**src/hdl/mdss_pkg.sv**
```systemverilog
// Shared types and constants for the MPPT duty sweep search unit.
// No dependencies; every other file of the block imports this package.
package mdss_pkg;

  // Sample path
  localparam int ADC_BITS            = 10;
  localparam int SAMPLES_PER_AVERAGE = 32;
  localparam int AVG_SHIFT           = $clog2(SAMPLES_PER_AVERAGE);
  localparam int SUM_BITS            = ADC_BITS + AVG_SHIFT;
  localparam int CNT_BITS            = AVG_SHIFT;

  // Duty path
  localparam int DUTY_BITS = 11;
  localparam int STEP_BITS = 8;

  // Configuration port
  localparam int CFG_DATA_BITS  = 11;
  localparam int CFG_INDEX_BITS = 2;

  // Register reset values
  localparam logic [DUTY_BITS-1:0] SWEEP_START_RST  = DUTY_BITS'(500);
  localparam logic [STEP_BITS-1:0] DUTY_STEP_RST    = STEP_BITS'(5);
  localparam logic [DUTY_BITS-1:0] DUTY_MAX_RST     = DUTY_BITS'(2000);
  localparam logic [DUTY_BITS-1:0] INITIAL_DUTY_RST = DUTY_BITS'(1460);

  typedef logic [ADC_BITS-1:0]  sample_t;
  typedef logic [DUTY_BITS-1:0] duty_t;

  // Register indexes
  typedef enum logic [CFG_INDEX_BITS-1:0] {
    CFG_SWEEP_START  = 2'd0,
    CFG_DUTY_STEP    = 2'd1,
    CFG_DUTY_MAX     = 2'd2,
    CFG_INITIAL_DUTY = 2'd3
  } cfg_index_t;

  // Input action codes
  typedef enum logic {
    ACT_SAMPLE = 1'b0,
    ACT_START  = 1'b1
  } action_t;

  // Averager to sweep controller / result register
  typedef struct packed {
    logic    valid;
    sample_t voltage;
    sample_t current;
  } avg_result_t;

  // Sweep controller to result register
  typedef struct packed {
    duty_t duty;
    logic  sweeping;
    logic  done;
  } sweep_status_t;

endpackage

```
**src/hdl/mdss_if.sv**
```systemverilog
// Valid/ready channel interfaces for sample items and result items.
// Depends on mdss_pkg for the payload types.
interface mdss_sample_if;
  import mdss_pkg::*;
  logic    valid;
  logic    ready;
  logic    action;
  sample_t voltage_sample;
  sample_t current_sample;
  modport source (output valid, action, voltage_sample, current_sample, input ready);
  modport sink   (input valid, action, voltage_sample, current_sample, output ready);
endinterface

interface mdss_result_if;
  import mdss_pkg::*;
  logic    valid;
  logic    ready;
  duty_t   duty;
  logic    sweeping;
  logic    sweep_done;
  logic    average_valid;
  sample_t average_voltage;
  sample_t average_current;
  modport source (output valid, duty, sweeping, sweep_done, average_valid,
                  average_voltage, average_current, input ready);
  modport sink   (input valid, duty, sweeping, sweep_done, average_valid,
                  average_voltage, average_current, output ready);
endinterface

```
**src/hdl/mdss_avg.sv**
```systemverilog
// Block averager: sums runs of sample pairs and divides by shifting.
// Depends on mdss_pkg.
module mdss_avg (
  input  logic                clk,
  input  logic                rst,
  input  logic                step,
  input  logic                start,
  input  mdss_pkg::sample_t   voltage_sample,
  input  mdss_pkg::sample_t   current_sample,
  output mdss_pkg::avg_result_t avg
);
  import mdss_pkg::*;

  localparam logic [CNT_BITS-1:0] CNT_LAST = CNT_BITS'(SAMPLES_PER_AVERAGE - 1);

  logic [SUM_BITS-1:0] voltage_sum;
  logic [SUM_BITS-1:0] current_sum;
  logic [CNT_BITS-1:0] sample_counter;
  logic [SUM_BITS-1:0] voltage_total;
  logic [SUM_BITS-1:0] current_total;
  logic                complete;

  // Running totals including this item
  always_comb begin
    voltage_total = voltage_sum + SUM_BITS'(voltage_sample);
    current_total = current_sum + SUM_BITS'(current_sample);
    complete      = !start && (sample_counter == CNT_LAST);
    avg.valid     = complete;
    avg.voltage   = voltage_total[SUM_BITS-1 -: ADC_BITS];
    avg.current   = current_total[SUM_BITS-1 -: ADC_BITS];
  end

  // Accumulators; cleared by a start command or a finished block
  always_ff @(posedge clk) begin
    if (rst) begin
      voltage_sum    <= '0;
      current_sum    <= '0;
      sample_counter <= '0;
    end else if (step) begin
      if (start || complete) begin
        voltage_sum    <= '0;
        current_sum    <= '0;
        sample_counter <= '0;
      end else begin
        voltage_sum    <= voltage_total;
        current_sum    <= current_total;
        sample_counter <= sample_counter + CNT_BITS'(1);
      end
    end
  end

endmodule

```
**src/hdl/mdss_sweep.sv**
```systemverilog
// Sweep controller: configuration registers, duty stepping and best-point search.
// Depends on mdss_pkg.
module mdss_sweep (
  input  logic                               clk,
  input  logic                               rst,
  input  logic                               cfg_write_en,
  input  logic [mdss_pkg::CFG_INDEX_BITS-1:0] cfg_index,
  input  logic [mdss_pkg::CFG_DATA_BITS-1:0]  cfg_data,
  input  logic                               step,
  input  logic                               start,
  input  mdss_pkg::avg_result_t              avg,
  output mdss_pkg::sweep_status_t            status
);
  import mdss_pkg::*;

  // Configuration registers
  duty_t                sweep_start;
  logic [STEP_BITS-1:0] duty_step;
  duty_t                duty_max;

  // Sweep state
  duty_t   duty_value, duty_value_next;
  logic    sweep_active, sweep_active_next;
  logic    second_average_flag, second_average_flag_next;
  sample_t first_point_current, first_point_current_next;
  sample_t previous_point_current, previous_point_current_next;
  sample_t best_current, best_current_next;
  duty_t   best_duty, best_duty_next;
  logic    ever_swept;
  logic    done;

  logic [ADC_BITS:0]    point_sum;
  sample_t              point;
  logic [STEP_BITS-1:0] step_eff;
  logic [DUTY_BITS:0]   duty_raise;
  duty_t                duty_clamped;

  // Next sweep state for the item now leaving the input register
  always_comb begin
    duty_value_next             = duty_value;
    sweep_active_next           = sweep_active;
    second_average_flag_next    = second_average_flag;
    first_point_current_next    = first_point_current;
    previous_point_current_next = previous_point_current;
    best_current_next           = best_current;
    best_duty_next              = best_duty;
    done                        = 1'b0;

    point_sum    = {1'b0, first_point_current} + {1'b0, avg.current};
    point        = point_sum[ADC_BITS:1];
    step_eff     = (duty_step == '0) ? STEP_BITS'(1) : duty_step;
    duty_raise   = {1'b0, duty_value} + (DUTY_BITS+1)'(step_eff);
    duty_clamped = (duty_raise > {1'b0, duty_max}) ? duty_max : duty_raise[DUTY_BITS-1:0];

    if (start) begin
      second_average_flag_next    = 1'b0;
      first_point_current_next    = '0;
      previous_point_current_next = '0;
      best_current_next           = '0;
      best_duty_next              = '0;
      if (sweep_start >= duty_max) begin
        // empty sweep: apply the cleared best duty at once
        duty_value_next   = '0;
        sweep_active_next = 1'b0;
        done              = 1'b1;
      end else begin
        duty_value_next   = sweep_start;
        sweep_active_next = 1'b1;
      end
    end else if (avg.valid && sweep_active) begin
      if (!second_average_flag) begin
        first_point_current_next = avg.current;
        second_average_flag_next = 1'b1;
      end else begin
        second_average_flag_next = 1'b0;
        if (point > previous_point_current && point > best_current) begin
          best_current_next = point;
          best_duty_next    = duty_value;
        end
        previous_point_current_next = point;
        if (duty_clamped >= duty_max) begin
          duty_value_next   = best_duty_next;
          sweep_active_next = 1'b0;
          done              = 1'b1;
        end else begin
          duty_value_next = duty_clamped;
        end
      end
    end

    status.duty     = duty_value_next;
    status.sweeping = sweep_active_next;
    status.done     = done;
  end

  // Configuration writes
  always_ff @(posedge clk) begin
    if (rst) begin
      sweep_start  <= SWEEP_START_RST;
      duty_step    <= DUTY_STEP_RST;
      duty_max     <= DUTY_MAX_RST;
    end else if (cfg_write_en) begin
      case (cfg_index_t'(cfg_index))
        CFG_SWEEP_START:  sweep_start  <= cfg_data;
        CFG_DUTY_STEP:    duty_step    <= cfg_data[STEP_BITS-1:0];
        CFG_DUTY_MAX:     duty_max     <= cfg_data;
        // only steers the driven duty, handled with the sweep state
        CFG_INITIAL_DUTY: ;
        default: ;
      endcase
    end
  end

  // Sweep state registers
  always_ff @(posedge clk) begin
    if (rst) begin
      duty_value             <= INITIAL_DUTY_RST;
      sweep_active           <= 1'b0;
      second_average_flag    <= 1'b0;
      first_point_current    <= '0;
      previous_point_current <= '0;
      best_current           <= '0;
      best_duty              <= '0;
      ever_swept             <= 1'b0;
    end else if (step) begin
      duty_value             <= duty_value_next;
      sweep_active           <= sweep_active_next;
      second_average_flag    <= second_average_flag_next;
      first_point_current    <= first_point_current_next;
      previous_point_current <= previous_point_current_next;
      best_current           <= best_current_next;
      best_duty              <= best_duty_next;
      if (start) begin
        ever_swept <= 1'b1;
      end
    end else if (cfg_write_en && cfg_index_t'(cfg_index) == CFG_INITIAL_DUTY && !ever_swept) begin
      // initial duty drives the PWM until the first sweep
      duty_value <= cfg_data;
    end
  end

endmodule

```
**src/hdl/mppt_duty_sweep_search_unit.sv**
```systemverilog
// MPPT duty sweep search unit: top level with input and result registers.
// Depends on mdss_pkg, mdss_if, mdss_avg and mdss_sweep.
//
// Usage:
//   samples  - sink channel; each transaction is either one ADC voltage and
//              current sample pair (action 0) or a sweep start command (action 1).
//   results  - source channel; exactly one transaction per input transaction,
//              in order: driven duty, sweep status, sweep-done flag and the
//              latest 32-sample voltage and current averages.
//   cfg_*    - register write port (sweep_start, duty_step, duty_max,
//              initial_duty); write only while no transaction is in flight.
// Result path: an accepted transaction loads the input register, then moves into
//   the result register when that register advances, which offers it from then on.
// Throughput: one transaction per cycle while results is not stalled; the averager
//   and the sweep compare both sit between the input register and the result register.
// Reset (rst, synchronous): registers return to their defaults, the duty
//   returns to the initial_duty reset value, averages and the sweep state clear.
// When results is stalled the result register holds and the input register
//   still fills; samples.ready drops only once both are full.
module mppt_duty_sweep_search_unit (
  input  logic                               clk,
  input  logic                               rst,
  input  logic                               cfg_write_en,
  input  logic [mdss_pkg::CFG_INDEX_BITS-1:0] cfg_index,
  input  logic [mdss_pkg::CFG_DATA_BITS-1:0]  cfg_data,
  mdss_sample_if.sink                        samples,
  mdss_result_if.source                      results
);
  import mdss_pkg::*;

  // Input register
  logic    in_valid;
  logic    in_action;
  sample_t in_voltage;
  sample_t in_current;

  // Result register
  logic    out_valid;
  duty_t   out_duty;
  logic    out_sweeping;
  logic    out_done;
  logic    out_avg_valid;
  sample_t out_avg_voltage;
  sample_t out_avg_current;

  logic          advance;
  logic          step;
  logic          start;
  avg_result_t   avg;
  sweep_status_t status;

  assign advance       = !out_valid || results.ready;
  assign step          = in_valid && advance;
  assign start         = (action_t'(in_action) == ACT_START);
  assign samples.ready = !in_valid || advance;

  mdss_avg u_avg (
    .clk            (clk),
    .rst            (rst),
    .step           (step),
    .start          (start),
    .voltage_sample (in_voltage),
    .current_sample (in_current),
    .avg            (avg)
  );

  mdss_sweep u_sweep (
    .clk          (clk),
    .rst          (rst),
    .cfg_write_en (cfg_write_en),
    .cfg_index    (cfg_index),
    .cfg_data     (cfg_data),
    .step         (step),
    .start        (start),
    .avg          (avg),
    .status       (status)
  );

  // Input register
  always_ff @(posedge clk) begin
    if (rst) begin
      in_valid <= 1'b0;
    end else if (samples.ready) begin
      in_valid <= samples.valid;
    end
  end

  always_ff @(posedge clk) begin
    if (samples.ready && samples.valid) begin
      in_action  <= samples.action;
      in_voltage <= samples.voltage_sample;
      in_current <= samples.current_sample;
    end
  end

  // Result register; the average fields also keep the latest averages
  always_ff @(posedge clk) begin
    if (rst) begin
      out_valid       <= 1'b0;
      out_avg_voltage <= '0;
      out_avg_current <= '0;
    end else begin
      if (advance) begin
        out_valid <= in_valid;
      end
      if (step && avg.valid) begin
        out_avg_voltage <= avg.voltage;
        out_avg_current <= avg.current;
      end
    end
  end

  always_ff @(posedge clk) begin
    if (step) begin
      out_duty      <= status.duty;
      out_sweeping  <= status.sweeping;
      out_done      <= status.done;
      out_avg_valid <= avg.valid;
    end
  end

  assign results.valid           = out_valid;
  assign results.duty            = out_duty;
  assign results.sweeping        = out_sweeping;
  assign results.sweep_done      = out_done;
  assign results.average_valid   = out_avg_valid;
  assign results.average_voltage = out_avg_voltage;
  assign results.average_current = out_avg_current;

endmodule
```
**src/flat_wrapper.sv**
```systemverilog
// flat-port wrapper written by rule: the top's interface ports become plain ports
module mppt_duty_sweep_search_unit_flat import mdss_pkg::*;
  (clk, rst, cfg_write_en, cfg_index, cfg_data, samples_valid, samples_action, samples_voltage_sample, samples_current_sample, samples_ready, results_valid, results_duty, results_sweeping, results_sweep_done, results_average_valid, results_average_voltage, results_average_current, results_ready);
  mdss_sample_if samples_i ();
  mdss_result_if results_i ();
  input  logic clk;
  input  logic rst;
  input  logic cfg_write_en;
  input  logic [mdss_pkg::CFG_INDEX_BITS-1:0] cfg_index;
  input  logic [mdss_pkg::CFG_DATA_BITS-1:0] cfg_data;
  input wire logic [$bits(samples_i.valid)-1:0] samples_valid;
  input wire logic [$bits(samples_i.action)-1:0] samples_action;
  input wire logic [$bits(samples_i.voltage_sample)-1:0] samples_voltage_sample;
  input wire logic [$bits(samples_i.current_sample)-1:0] samples_current_sample;
  output wire logic [$bits(samples_i.ready)-1:0] samples_ready;
  output wire logic [$bits(results_i.valid)-1:0] results_valid;
  output wire logic [$bits(results_i.duty)-1:0] results_duty;
  output wire logic [$bits(results_i.sweeping)-1:0] results_sweeping;
  output wire logic [$bits(results_i.sweep_done)-1:0] results_sweep_done;
  output wire logic [$bits(results_i.average_valid)-1:0] results_average_valid;
  output wire logic [$bits(results_i.average_voltage)-1:0] results_average_voltage;
  output wire logic [$bits(results_i.average_current)-1:0] results_average_current;
  input wire logic [$bits(results_i.ready)-1:0] results_ready;
  assign samples_i.valid = samples_valid;
  assign samples_i.action = samples_action;
  assign samples_i.voltage_sample = samples_voltage_sample;
  assign samples_i.current_sample = samples_current_sample;
  assign samples_ready = samples_i.ready;
  assign results_valid = results_i.valid;
  assign results_duty = results_i.duty;
  assign results_sweeping = results_i.sweeping;
  assign results_sweep_done = results_i.sweep_done;
  assign results_average_valid = results_i.average_valid;
  assign results_average_voltage = results_i.average_voltage;
  assign results_average_current = results_i.average_current;
  assign results_i.ready = results_ready;
  mppt_duty_sweep_search_unit u_core (.clk(clk), .rst(rst), .cfg_write_en(cfg_write_en), .cfg_index(cfg_index), .cfg_data(cfg_data), .samples(samples_i), .results(results_i));
endmodule
```
**config.mk**
```make
export PLATFORM = sky130hd
export DESIGN_NAME = mppt_duty_sweep_search_unit_flat
export DESIGN_NICKNAME = d
export VERILOG_FILES = /design/src/hdl/mdss_pkg.sv /design/src/hdl/mdss_if.sv /design/src/hdl/mdss_avg.sv /design/src/hdl/mdss_sweep.sv /design/src/hdl/mppt_duty_sweep_search_unit.sv /design/src/flat_wrapper.sv
export SDC_FILE = /design/constraint.sdc
export NUM_CORES = 1
export LEC_CHECK = 0
export BUFFER_PORTS_ARGS = -buffer_cell sky130_fd_sc_hd__buf_2
export CAP_MARGIN = 10
export CORE_ASPECT_RATIO = 1.4
export CORE_MARGIN = 2
export CORE_UTILIZATION = 50
export DETAILED_ROUTE_END_ITERATION = 16
export PLACE_DENSITY = 0.71
export SLEW_MARGIN = 20
export SYNTH_ARGS = -nofsm -noshare
export SYNTH_HDL_FRONTEND = slang
export SYNTH_SLANG_ARGS = --single-unit
export TNS_END_PERCENT = 10
```
**constraint.sdc**
```tcl
create_clock -name clk -period 6.36 [get_ports clk]
set_input_delay 0.636 -clock clk [delete_from_list [all_inputs] [get_ports clk]]
set_output_delay 0.636 -clock clk [all_outputs]
set_load 0.05 [all_outputs]
```
==> flow_metrics.py <==
metrics = {
    "status": {
        "status": "finished clean",
    },
    "worst_setup_path": {
        "r2r_cells": 23,
        "cp_data_arrival_time_ns": 6.32,
        "cp.required_ns": 6.69,
        "cp_max_fo": 5,
        "worstReg2RegStart": "u_core.u_sweep.duty_step[1]$_SDFFE_PP0P_",
        "reg2reg_slack_ns": 0.37,
        "critical_path_class": "reg -> reg",
        "cp-end-kind": "register",
        "reg2reg_to": "u_core.u_sweep.duty_value[10]$_SDFFE_PP1P_",
        "start_kind": "register",
    },
    "cts": {
        "clockBufferDepth": 2,
        "cts_tree": "done",
        "holdBufCountCts": 0,
        "cts_resized": 0,
        "post-cts-setup-buffer-count": 0,
        "cts.sinks": 177,
        "cts_buffers": 17,
        "insertion_delay_ns": 0.44,
        "clk_pin_slew_ns": 0.07,
        "root_buffer": "clkbuf_16",
        "h-tree-depth": 4,
    },
    "place": {
        "place_inst": 1402,
        "hpwl_um": 19760,
        "portBuffers": 74,
        "gp_congestion": 0.9295,
    },
    "global_route": {
        "grt.busiest_layer": "met2",
        "grt.met3_usage_pct": 3.967,
        "grt_max_degree": 97,
        "grt_pass1_vias": 8311,
        "antenna_found_initial": 0,
        "grt_pass1_wl_um": 42240,
        "grt_util_met2_pct": 45.96,
        "grt_overflow": 0,
        "grt_use_total_pct": 25.80,
        "grt_util_met1_pct": 28.59,
    },
    "routing": {
        "drt_iter0_drc": 583,
        "wl_per_cell_um": 18.34,
        "vias_per_cell": 5.946,
        "vias": 8533,
        "postRouteAntennaNets": 0,
        "first_pass_iters": 5,
        "routed_wl_um": 26320,
        "drc": 0,
    },
    "synthesis": {
        "synthTopCellsByArea": "dfxtp_1, ha_1, edfxtp_1, nand2_1, a21oi_1",
        "yosys_most_used_dff": "dfxtp_1",
        "synth_most_common_cell": "dfxtp_1",
        "synth-simple-area-share_pct": 16.68,
        "synth_top_cell_by_area": "dfxtp_1",
        "synth-xor-area-share_pct": 3.255,
        "syn-num-nets": 1233,
        "synth_common_cells": "dfxtp_1, nand2_1, ha_1, a21oi_1, nor2_1",
        "synth_top_family_by_area": "compound AO/OA/AOI/OAI gates",
        "netlist_instances": 1098,
        "ys_ff_latch": 177,
        "async_flop_share_pct": 0,
        "synth_compound_area_share_pct": 21.82,
        "synth-seq-area-share_pct": 39.12,
        "yosys.area.top_type_share_pct": 28.56,
        "mappedNetlistArea_um2": 9955,
        "synth_adder_area_share_pct": 12.37,
        "synthMuxAreaShare_pct": 2.640,
        "ys_types": 80,
        "ys_warn_count": 0,
        "avgSynthCellArea_um2": 9.066,
        "synth_edf_count": 35,
    },
    "pwr": {
        "totalPowerFinal_w": 0.002754,
        "p_leak_nw": 4.861,
        "ir_drop_v": 0.0002018,
        "p_per_area_nw_per_um2": 242.9,
    },
    "sta": {
        "max_freq_mhz": 167.0,
        "post-route-period-util_pct": 94.13,
        "relSlewSlack_pct": 28.18,
        "drv_slew": 0,
        "tightest_slew_ns": 1.077,
        "hold_violations": 0,
        "fin_crit_ns": 5.986,
        "setup_violations": 0,
        "skew_ns": 0.01387,
    },
    "worst_hold_path": {
        "hold_start": "samples_voltage_sample[4]",
        "hp-class": "in -> reg",
        "holdPathStages": 1,
        "hold_end": "u_core.in_voltage[4]$_DFFE_PP_",
    },
    "final_layout": {
        "fin_nets": 1305,
        "stdcell_count": 1435,
        "area_delta_synth_final_pct": 13.90,
        "drive_above_1_share_pct": 15.64,
        "num_antenna_cells": 0,
    },
    "floorplan": {
        "io_pins": 75,
        "die_w_um": 123.3,
        "die_h_um": 171.0,
        "initial_core_util_pct": 50.55,
        "die_area_um2": 21070,
        "core-area_um2": 19690,
        "row_count": 61,
    },
    "flow_run": {
        "maxCapViolCount": 0,
    },
}
sequential cells by signal, indices dropped and copies added, names as in the netlist, 5 cells and up:
signal,cells
u_core.u_sweep.best_duty,11
u_core.u_avg.current_sum,15
u_core.u_sweep.first_point_current,10
u_core.u_sweep.duty_max,11
u_core.u_sweep.duty_value,11
u_core.u_avg.voltage_sum,15
u_core.in_current,10
u_core.results.average_current,10
u_core.u_sweep.previous_point_current,10
u_core.u_avg.sample_counter,5
u_core.results.average_voltage,10
u_core.u_sweep.best_current,10
u_core.in_voltage,10
u_core.u_sweep.duty_step,8
u_core.u_sweep.sweep_start,11
u_core.results.duty,11
stage by stage:
stage	cell area, um^2	util (%)	TNS [ns]	hold slack (ns)	setup slack, ns
5_1_grt	11340	57.58	-0.009543	0.3538	-0.009543
6_report	11340	57.58	0	0.3665	0.3736
2_1_floorplan	9955	-	0	0.4250	0.8101
3_5_place_dp	10670	54.18	0	0.4430	0.1494
4_1_cts	11270	57.26	0	0.3457	0.1375
3_3_place_gp	10670	54.18	0	0.4367	0.2494
cell usage in the layout, fill, tap and decap left out, types with 15 or more instances in the layout:
master,count
nor3_1,16
clkbuf_16,19
inv_1,53
ha_1,92
xor2_1,15
a21oi_1,87
a21o_1,20
dfxtp_1,142
edfxtp_1,35
a22o_1,26
nor2_1,80
o21ai_0,44
nand2_1,126
buf_2,73
buf_4,32
xnor2_1,20
nand3_1,29
a22oi_1,22
worst max-delay path by stage:
stage	endpoint	from
2_1_floorplan	u_core.results.duty[0]$_DFFE_PP_	u_core.u_sweep.duty_step[1]$_SDFFE_PP0P_
6_report	u_core.u_sweep.duty_value[10]$_SDFFE_PP1P_	u_core.u_sweep.duty_step[1]$_SDFFE_PP0P_
5_1_grt	u_core.results.duty[0]$_DFFE_PP_	u_core.in_current[0]$_DFFE_PP_
3_5_place_dp	u_core.results.duty[0]$_DFFE_PP_	u_core.u_sweep.duty_step[1]$_SDFFE_PP0P_
3_3_place_gp	u_core.results.duty[0]$_DFFE_PP_	u_core.u_sweep.duty_step[1]$_SDFFE_PP0P_
4_1_cts	u_core.results.duty[0]$_DFFE_PP_	u_core.in_current[0]$_DFFE_PP_
critical path: stages (launching register included):
cell,delay [ns]
dfxtp_1,0.41
nor3_1,0.08
a21o_1,0.18
ha_1,0.21
fa_1,0.43
a211oi_1,0.32
o21ai_1,0.15
nand2_1,0.11
xnor2_1,0.14
ha_1,0.27
and3_1,0.18
and3_4,0.18
a41o_1,0.27
a31oi_4,0.24
o22ai_1,0.12
a221o_2,0.39
ha_1,0.21
a2111oi_1,0.44
a21boi_0,0.19
a21o_1,0.24
or4_1,0.52
o311ai_0,0.11
a221oi_1,0.16
o31a_1,0.30
area by class of cell:
| type | count | area (um^2) |
|---|---|---|
| Tap cell | 252 | 315.3 |
| Fill cell | 1769 | 8353 |
| Clock buffer | 19 | 475.5 |
| Multi-Input combinational cell | 815 | 5704 |
| Timing Repair Buffer | 106 | 620.6 |
| Clock inverter | 13 | 130.1 |
| Inverter | 53 | 198.9 |
| Sequential cell | 177 | 3894 |
power breakdown:
group	leakage (nW)	internal, W	switching [W]
Combinational	3.08	0.000192	0.000285
Clock	0.295	0.000567	0.000497
Sequential	1.49	0.00118	0.0000330
routing by layer:
layer  up-vias  wire (um)
met5         -          0
met4         0       1406
met3        70       1136
met2       259      13370
met1      4070      10410
li1       4134          -
logic make-up (layout without fill, tap and decap cells):
kind of cell               Yosys count  count (layout)
and+or+nand+nor                    345             345
AOI/OAI and AO/OA                  313             313
DFF                                177             177
buffers and inverters              106             191
adders and majority gates           96              96
xor gates and xnor gates            37              37
muxes                               24              24
(Power assumes the default switching activity.)
